<file path="config.mk">
export PLATFORM = sky130hd
export DESIGN_NAME = nmpf_front_flat
export DESIGN_NICKNAME = d
export VERILOG_FILES = /design/src/hw/rtl/neighbor_mean_pixel_filter_assert.svh /design/src/hw/rtl/nmpf_pkg.sv /design/src/hw/rtl/nmpf_if.sv /design/src/hw/rtl/nmpf_front.sv /design/src/flat_wrapper.sv
export SDC_FILE = /design/constraint.sdc
export NUM_CORES = 1
export LEC_CHECK = 0
export ABC_AREA = 1
export ABC_CLOCK_PERIOD_IN_PS = 12900
export BUFFER_PORTS_ARGS = -buffer_cell sky130_fd_sc_hd__clkbuf_2
export CORE_AREA = 3 3 146 148
export CTS_BUF_LIST = sky130_fd_sc_hd__clkbuf_4 sky130_fd_sc_hd__clkbuf_8 sky130_fd_sc_hd__clkbuf_16
export CTS_CLUSTER_DIAMETER = 30
export CTS_CLUSTER_SIZE = 12
export DETAILED_ROUTE_END_ITERATION = 6
export DIE_AREA = 0 0 149 151
export PLACE_DENSITY_LB_ADDON = 0.12
export SLEW_MARGIN = 20
export SYNTH_ARGS = -nofsm -noshare
export SYNTH_HDL_FRONTEND = slang
export SYNTH_SLANG_ARGS = --single-unit
export TNS_END_PERCENT = 50
</file>
<file path="constraint.sdc">
create_clock -name clk -period 12.9 [get_ports clk]
set_input_delay 0.645 -clock clk [delete_from_list [all_inputs] [get_ports clk]]
set_output_delay 0.645 -clock clk [all_outputs]
set_load 0.05 [all_outputs]
</file>
<file path="src/hw/rtl/neighbor_mean_pixel_filter_assert.svh">
// Assertion macros for the neighbor mean pixel filter
`ifndef NEIGHBOR_MEAN_PIXEL_FILTER_ASSERT_SVH
`define NEIGHBOR_MEAN_PIXEL_FILTER_ASSERT_SVH
`ifndef SYNTH
// same-cycle implication
`define NMPF_ASSERT_SAME(label, clk, rst, ante, cons) \
  label: assert property (@(posedge clk) disable iff (rst) (ante) |-> (cons)) \
    else $error("nmpf assertion failed");
// next-cycle implication
`define NMPF_ASSERT_NEXT(label, clk, rst, ante, cons) \
  label: assert property (@(posedge clk) disable iff (rst) (ante) |=> (cons)) \
    else $error("nmpf assertion failed");
`else
`define NMPF_ASSERT_SAME(label, clk, rst, ante, cons)
`define NMPF_ASSERT_NEXT(label, clk, rst, ante, cons)
`endif
`endif

</file>
<file path="src/hw/rtl/nmpf_pkg.sv">
// Shared types and constants of the neighbor mean pixel filter
`default_nettype none
package nmpf_pkg;
  localparam logic [1:0] MODE_GRAY   = 2'd0;
  localparam logic [1:0] MODE_MEAN   = 2'd1;
  localparam logic [1:0] MODE_WEIGHT = 2'd2;
  localparam logic [1:0] MODE_PASS   = 2'd3;

  localparam int CFG_IDX_W  = 2;
  localparam int CFG_DATA_W = 13;

  localparam logic [CFG_IDX_W-1:0] REG_MODE   = 2'd0;
  localparam logic [CFG_IDX_W-1:0] REG_WIDTH  = 2'd1;
  localparam logic [CFG_IDX_W-1:0] REG_HEIGHT = 2'd2;

  localparam logic [15:0] GRAY_W0 = 16'd7471;
  localparam logic [15:0] GRAY_W1 = 16'd38470;
  localparam logic [15:0] GRAY_W2 = 16'd19595;
  // floor(x/5) == (x*13108)>>16 for x up to 1275
  localparam logic [24:0] MEAN_RECIP = 25'd13108;

  typedef struct packed {
    logic filt;      // a pixel of the row above is emitted
    logic interior;  // that pixel gets filtered
    logic last;      // input is in the last row, emits itself too
    logic done;      // last pixel of the frame
  } cls_t;
endpackage
`default_nettype wire

</file>
<file path="src/hw/rtl/nmpf_if.sv">
// Channel interfaces: pixel input, result output, configuration write
`default_nettype none
interface pix_in_if;
  logic       valid;
  logic       ready;
  logic [7:0] in_byte0;
  logic [7:0] in_byte1;
  logic [7:0] in_byte2;
  modport source(output valid, in_byte0, in_byte1, in_byte2, input ready);
  modport sink(input valid, in_byte0, in_byte1, in_byte2, output ready);
endinterface

`default_nettype wire

</file>
<file path="src/hw/rtl/nmpf_front.sv">
// Front end: accepts pixels, tracks position, classifies, queues work
`default_nettype none
module nmpf_front #(
  parameter int MAX_WIDTH  = 2048,
  parameter int MAX_HEIGHT = 4096,
  localparam int CW = $clog2(MAX_WIDTH + 1),
  localparam int RW = $clog2(MAX_HEIGHT + 1)
) (
  input  wire logic           clk,
  input  wire logic           rst,
  pix_in_if.sink              pix_in,
  input  wire logic [CW-1:0]  eff_w,
  input  wire logic [RW-1:0]  eff_h,
  output logic                q_valid,
  input  wire logic           q_pop,
  output logic [23:0]         q_pix,
  output logic [RW-1:0]       q_row,
  output logic [CW-1:0]       q_col,
  output nmpf_pkg::cls_t      q_cls
);
  logic [CW-1:0] ccnt, ccnt_next;
  logic [RW-1:0] rcnt, rcnt_next;
  logic [CW-1:0] col, col_n;
  logic [RW-1:0] r1, row, row_n;
  logic          wrap_c;
  nmpf_pkg::cls_t cls;
  logic          accept;

  // two-entry queue
  logic [23:0]    qpix [2];
  logic [RW-1:0]  qrow [2];
  logic [CW-1:0]  qcol [2];
  nmpf_pkg::cls_t qcls [2];
  logic           wp, rp;
  logic [1:0]     cnt;

  assign pix_in.ready = (cnt != 2'd2);
  assign accept = pix_in.valid && pix_in.ready;

  always_comb begin
    // a smaller width set between frames restarts the column
    wrap_c = (ccnt >= eff_w);
    col    = wrap_c ? '0 : ccnt;
    r1     = wrap_c ? rcnt + RW'(1) : rcnt;
    row    = (r1 >= eff_h) ? '0 : r1;
    cls.filt     = (row != '0);
    cls.interior = (row >= RW'(2)) && (col != '0)
                   && (({1'b0, col} + (CW+1)'(2)) <= {1'b0, eff_w});
    cls.last     = (row == eff_h - RW'(1));
    cls.done     = cls.last && (col == eff_w - CW'(1));
    col_n = col + CW'(1);
    row_n = row + RW'(1);
    if (col_n >= eff_w) begin
      ccnt_next = '0;
      rcnt_next = (row_n >= eff_h) ? '0 : row_n;
    end else begin
      ccnt_next = col_n;
      rcnt_next = row;
    end
  end

  always_ff @(posedge clk) begin
    if (rst) begin
      ccnt <= '0;
      rcnt <= '0;
      wp   <= 1'b0;
      rp   <= 1'b0;
      cnt  <= 2'd0;
    end else begin
      if (accept) begin
        ccnt <= ccnt_next;
        rcnt <= rcnt_next;
        wp   <= ~wp;
      end
      if (q_pop && q_valid) rp <= ~rp;
      cnt <= cnt + 2'(accept) - 2'(q_pop && q_valid);
    end
  end

  always_ff @(posedge clk) begin
    if (accept) begin
      qpix[wp] <= {pix_in.in_byte2, pix_in.in_byte1, pix_in.in_byte0};
      qrow[wp] <= row;
      qcol[wp] <= col;
      qcls[wp] <= cls;
    end
  end

  assign q_valid = (cnt != 2'd0);
  assign q_pix   = qpix[rp];
  assign q_row   = qrow[rp];
  assign q_col   = qcol[rp];
  assign q_cls   = qcls[rp];
endmodule
`default_nettype wire

</file>
<file path="src/flat_wrapper.sv">
// flat-port wrapper written by rule: the top's interface ports become plain ports
module nmpf_front_flat 
#(
  parameter int MAX_WIDTH  = 2048,
  parameter int MAX_HEIGHT = 4096,
  localparam int CW = $clog2(MAX_WIDTH + 1),
  localparam int RW = $clog2(MAX_HEIGHT + 1)
)
  (clk, rst, eff_w, eff_h, q_valid, q_pop, q_pix, q_row, q_col, q_cls, pix_in_valid, pix_in_in_byte0, pix_in_in_byte1, pix_in_in_byte2, pix_in_ready);
  pix_in_if pix_in_i ();
  input  wire logic clk;
  input  wire logic rst;
  input  wire logic [CW-1:0] eff_w;
  input  wire logic [RW-1:0] eff_h;
  output logic q_valid;
  input  wire logic q_pop;
  output logic [23:0] q_pix;
  output logic [RW-1:0] q_row;
  output logic [CW-1:0] q_col;
  output nmpf_pkg::cls_t q_cls;
  input wire logic [$bits(pix_in_i.valid)-1:0] pix_in_valid;
  input wire logic [$bits(pix_in_i.in_byte0)-1:0] pix_in_in_byte0;
  input wire logic [$bits(pix_in_i.in_byte1)-1:0] pix_in_in_byte1;
  input wire logic [$bits(pix_in_i.in_byte2)-1:0] pix_in_in_byte2;
  output wire logic [$bits(pix_in_i.ready)-1:0] pix_in_ready;
  assign pix_in_i.valid = pix_in_valid;
  assign pix_in_i.in_byte0 = pix_in_in_byte0;
  assign pix_in_i.in_byte1 = pix_in_in_byte1;
  assign pix_in_i.in_byte2 = pix_in_in_byte2;
  assign pix_in_ready = pix_in_i.ready;
  nmpf_front #(.MAX_WIDTH(MAX_WIDTH), .MAX_HEIGHT(MAX_HEIGHT)) u_core (.clk(clk), .rst(rst), .pix_in(pix_in_i), .eff_w(eff_w), .eff_h(eff_h), .q_valid(q_valid), .q_pop(q_pop), .q_pix(q_pix), .q_row(q_row), .q_col(q_col), .q_cls(q_cls));
endmodule
</file>
After elaboration in Yosys (flattened, before gate mapping)
Memory sizes are Yosys's and may differ from the RTL's. A register that Yosys moved wholly into a read port is not among the register bits.
Cells that the tools add are included.
- mux-type cells: 16
- reduce and logical (&&, ||, !) cells: 8
- eq/ne operators: 3
- bitwise gates (word level): 2
- $lt $le $gt $ge: 6
- add/subtract/negate cells: 8
- operator list (operator ; number):
    two-way mux 13 bit ; 4
    adder 13 x 1 -> 13 bit (second input constant) ; 2
    greater-or-equal comparator 13 bit ; 2
    greater-or-equal comparator 12 bit ; 2
    two-way mux 12 bit ; 2
    adder 12 x 2 -> 13 bit (second input constant) ; 1
    equality test 13 bit ; 1
    greater-or-equal comparator 13 x 2 -> 1 bit (second input constant) ; 1
    less-or-equal comparator 13 x 12 -> 1 bit ; 1
    nonzero test 13 bit ; 1
    subtractor 13 x 1 -> 13 bit (second input constant) ; 1
    adder 12 x 1 -> 12 bit (second input constant) ; 1
    equality test 12 bit ; 1
    nonzero test 12 bit ; 1
    subtractor 12 x 1 -> 12 bit (second input constant) ; 1
    two-way mux 1 bit ; 10
    logical AND 1 bit ; 5
    adder 2 x 1 -> 2 bit ; 1
    != test 2 bit (second input constant) ; 1
    inverter 1 bit ; 2
    nonzero test 2 bit ; 1
    subtractor 2 x 1 -> 2 bit ; 1
- flip-flop bits (word level): 29
- RAM bits: 106
- memories: 4
- output and inout port bits: 55
- logic and storage cells: 52
- memories (name ; words ; width ; read ports ; clocked after memory_dff ; write ports ; RTL line ; RTL):
    u_core.qpix ; 2 ; 24 ; 1 ; 1 ; 1 ; nmpf_front.sv:30 ; logic [23:0] qpix [2];
    u_core.qrow ; 2 ; 13 ; 1 ; 1 ; 1 ; nmpf_front.sv:31 ; logic [RW-1:0] qrow [2];
    u_core.qcol ; 2 ; 12 ; 1 ; 1 ; 1 ; nmpf_front.sv:32 ; logic [CW-1:0] qcol [2];
    u_core.qcls ; 2 ; 4 ; 1 ; 1 ; 1 ; nmpf_front.sv:33 ; nmpf_pkg::cls_t qcls [2];

Logic depth before layout (Yosys ltp)
- depth after elaboration: 8
- gate-level depth with buffers: 41
- mapped depth without buffers: 40

Least setup slack after synthesis
No wires, ideal clock.
- kind: input-to-reg
- start point: input port eff_w[11]
- end point: register u_core.rcnt[1]
- setup slack: 7397 ps
- library setup time: 56 ps
- data required time: 12844 ps
- stages on the path: 40
- buffers on the path: 1
- arrival: 5447 ps
- cells stage by stage: inv_1 -> ha_1 -> nand2_2 -> nor2_4 -> nand2_1 -> nor2_2 -> nand2_2 -> nand2_4 -> buf_6 -> nand2_1 -> nand2_1 -> inv_1 -> ha_1 -> nand2_1 -> inv_1 -> nand2_1 -> nand2_1 -> a21oi_2 -> (+4 left out) -> ha_1 -> inv_1 -> nor3_2 -> nand2_1 -> xor2_2 -> ha_1 -> nand2_1 -> inv_1 -> o21ai_0 -> nand2_1 -> a21oi_1 -> o311a_1 -> nand2_1 -> nor2_1 -> nand2_1 -> o211ai_1 -> nand2_1 -> inv_1
- word-level cells in the longest chain between the ends: 8
- elaborated cells on any way between the ends: 11
- classes of those cells: add/sub: 2; order compare: 4; mux: 5
- ends and longest elaborated chain (item ; RTL line ; RTL):
    start: declaration ; flat_wrapper.sv:13 ; input wire logic [CW-1:0] eff_w;
    greater-or-equal comparator 12 bit * ; nmpf_front.sv:42 ; wrap_c = (ccnt >= eff_w);
    two-way mux 13 bit * ; nmpf_front.sv:44 ; r1 = wrap_c ? rcnt + RW'(1) : rcnt;
    greater-or-equal comparator 13 bit ; nmpf_front.sv:45 ; row = (r1 >= eff_h) ? '0 : r1;
    two-way mux 13 bit * ; nmpf_front.sv:45 ;
    net u_core.row[1] ; nmpf_front.sv:24 ; logic [RW-1:0] r1, row, row_n;
    adder 13 x 1 -> 13 bit ; nmpf_front.sv:52 ; row_n = row + RW'(1);
    greater-or-equal comparator 13 bit ; nmpf_front.sv:55 ; rcnt_next = (row_n >= eff_h) ? '0 : row_n;
    two-way mux 13 bit ; nmpf_front.sv:55 ;
    two-way mux 13 bit * ; nmpf_front.sv:53 ; if (col_n >= eff_w) begin
    end signal: assignment ; nmpf_front.sv:72 ; rcnt <= rcnt_next;
    end: declaration ; nmpf_front.sv:22 ; logic [RW-1:0] rcnt, rcnt_next;
Mark *: on every way through the listed nets, which the timed path passes. The rest lies on a longest branch.
A chain may end at the register's enable or synchronous reset.

Final worst setup path
- start point: input port eff_w[9]
- end point: register u_core.rcnt[1]
Same word-level chain as after synthesis.

==> key figures <==
Timing
  • # setup viols final: 0
  • RSZ-0062 raised after global routing: false
  • F_max: 155 MHz
  • Min cycle time layout: 6440 ps
  • Endpoints failing hold: 0
  • Setup TNS: 0 ps
  • Slew Viols, Final: 0
  • Crit share post-route: 49.9%
  • Slew @ Worst Pin: 744 ps
  • PnR worst setup slack: 6460 ps
  • Slew margin rel.: 50.4%
  • Clk_skew: 12.2 ps

Synthesis
  • Synthesized area per cell: 9.08 µm²
  • Synth top area share: 35.3%
  • Top FF cell, synth: edfxtp_1
  • Gate Count Post-Synth: 992
  • Synth top cells by count: nand2_1 (199), inv_1 (117), edfxtp_1 (106), nor2_1 (75), ha_1 (73)
  • Top cells by area, synth: edfxtp_1 (35%), ha_1 (10%), nand2_1 (8.3%)
  • Top-count cell post-synth: nand2_1
  • EDFF count, synth: 106
  • Yosys warns: 0
  • FFs w/ async S/R, synth: 0%
  • Cell area after synthesis: 9010 µm²
  • Seq/Total Area, Yosys: 42.0%
  • Count of cell types in the netlist: 48
  • Syn nets: 1118
  • Post-synth top area cell: edfxtp_1
  • Flop and latch count out of synthesis: 136

Detailed routing
  • TritonRoute pass-1 iters: 5
  • Post-Route WL: 23200 µm
  • DR iter-0 viols: 521
  • Via count: 7120
  • DR vias/cell: 5.13
  • Avg WL per Cell: 16.7 µm
  • Drt drc: 0
  • ANT nets after route: 0

Die
  • Die width: 149 µm
  • Initial core utilization: 44.7%
  • Die height: 151 µm
  • Ports: 108
  • Core area: 20200 µm²
  • Full die area: 22500 µm²
  • Site Rows: 52

Global route
  • Largest net degree at the start of global routing: 54
  • Gr usage total: 20.7%
  • First-pass GRT wire length: 36500 µm
  • Total grt overflow: 0
  • Initial antenna violation count: 0
  • Vias in the first global route: 6726

Setup path
  • Max Fanout on Critical Path: 25
  • Register-to-register setup slack: 6520 ps
  • Largest stage delay, worst path: 440 ps
  • Reg-to-reg startpoint: u_core.ccnt[11]
  • Critical setup path kind: input pin to flip-flop
  • Top cell by count, worst path: nand2_1
  • CP top delay family: simple AND/OR/NAND/NOR gates
  • Worst R2R End: u_core.rcnt[1]
  • CP max stage cell: nand2_4
  • Worst setup SP type: input pin
  • Reg2reg path depth: 38
  • Critical Path AT: 6810 ps
  • CP Capture Type: flip-flop
  • Worst EP required: 13270 ps
  • Worst path buffer plus inverter count: 8

Clock tree
  • CTS Buf Count: 17
  • Clock transition at path regs: 70 ps
  • Worst-Skew Late Latency: 430 ps
  • H-tree Lvls: 4
  • Post-CTS setup buffers: 0
  • Clock sink count: 136
  • CTS Hold Buffers Added: 0
  • CTS tree: done
  • Clk buf depth: 2
  • CTS root buf: clkbuf_16
  • Post-cts resize count: 0

Power and ir drop
  • Flop pwr share: 34.9%
  • Total chip power: 0.00162 W
  • Sw frac: 39.8%
  • Pint: 0.000972 W
  • Logic pwr share: 34.3%
  • Psw: 0.000643 W
  • Pwr per Cell Area: 155 nW/µm²
  • Leak: 4.60 nW
  • VDD IR max: 0.000106 V
  • Clk pwr share: 30.8%

Cells and area
  • Post-route cell area: 10400 µm²
  • Layout Nets: 1232
  • Share of cells above drive strength 1: 24.5%
  • Register area: 3780 µm²
  • Synthesis-to-layout area growth: 15.9%
  • Area of the multi-input gates: 4650 µm²
  • Diode count: 0
  • Fillers: 1902
  • Post-layout util: 51.8%

Min path
  • Hold_sp: pix_in_in_byte0[0]
  • Worst Hold Class: input pin to flip-flop
  • Hold endpoint: u_core.qpix[0][0]
  • Cells on Worst Hold Path: 1

Status
  • Status: finished, final reports clean

Placement
  • Number of port buffers: 107
  • Area post-placement: 9840 µm²
  • GPL Wtd Cong: 0.924
  • DP HPWL: 17700 µm
  • Place WS: 6090 ps

Run
  • Max-cap violation count: 0
[layout by cell type (no fill, tap or decap), drive strengths merged, types with 2 or more instances in the layout]
cell	Yosys	routed
o211ai	2	2
o22ai	3	3
xor2	47	47
a21oi	59	59
nand4	14	14
inv	131	141
clkbuf	13	124
edfxtp	106	106
nand2	211	211
mux2	53	53
buf	4	5
clkinvlp	0	2
o21ai	30	30
dfxtp	30	30
nor3	14	14
xnor2	3	3
nor2	100	100
and2	6	6
nand3	72	72
nand3b	4	4
a22oi	7	7
ha	73	73
clkinv	0	2
[layout make-up]
class,count,share of cell area (%)
multi-input cells,708,44.6
flip-flops and latches,136,36.2
repair buffers,112,5.49
inverters,131,4.71
clock buffers,17,4.07
well taps,270,3.23
clock inverters,15,1.70
[power groups by stage]
stage	logic, W	registers, W	clock network (W)
4_1_cts	0.000560	0.000564	0.000508
6_report	0.000554	0.000563	0.000498
2_1_floorplan	0.000426	0.000570	0
5_1_grt	0.000595	0.000569	0.000528
3_5_place_dp	0.000558	0.000574	0
3_3_place_gp	0.000557	0.000571	0
[how the worst max path moves through the flow]
stage               from             end  slack (ps)  cells after the start
2_1_floorplan  eff_w[11]  u_core.rcnt[1]        7400                     40
3_3_place_gp    eff_w[8]  u_core.rcnt[1]        6170                     38
3_5_place_dp    eff_w[5]  u_core.rcnt[1]        6090                     39
4_1_cts         eff_w[8]  u_core.rcnt[1]        6530                     38
5_1_grt        eff_w[11]  u_core.rcnt[1]        5850                     38
6_report        eff_w[9]  u_core.rcnt[1]        6460                     40
[routing by layer]
metal  up-vias  global-route usage, %  wire length, µm
li1       3588                      -                -
met1      3283                   31.0            11400
met2       228                   30.6             9910
met3        21                   4.58             1650
met4         0                   4.85              239
met5         -                      0                0
[logic make-up after synthesis]
kind of cell / count (synthesis) / share of synthesized area, %
buffers and inverters: 148 / 6.53
AO/OA/AOI/OAI: 109 / 6.83
AND/OR/NAND/NOR: 423 / 22.9
XOR/XNOR: 50 / 5.03
flip-flops: 136 / 42.0
adder cells (fa/ha/maj): 73 / 10.1
multiplexers: 53 / 6.62
[registers in the layout, indices dropped and copies added (netlist names), named ones only]
name         cells
u_core.ccnt     12
u_core.cnt       2
u_core.qcls      8
u_core.qcol     24
u_core.qpix     48
u_core.qrow     26
u_core.rcnt     13
u_core.rp        1
u_core.wp        1
[stage by stage]
step                      hold WS, ps  cells
final                             408   1389
after global routing              391   1389
after CTS                         394   1389
after detailed placement          452   1357
after global placement            437   1357
after floorplan                   426    992
(Power assumes the default switching activity.)
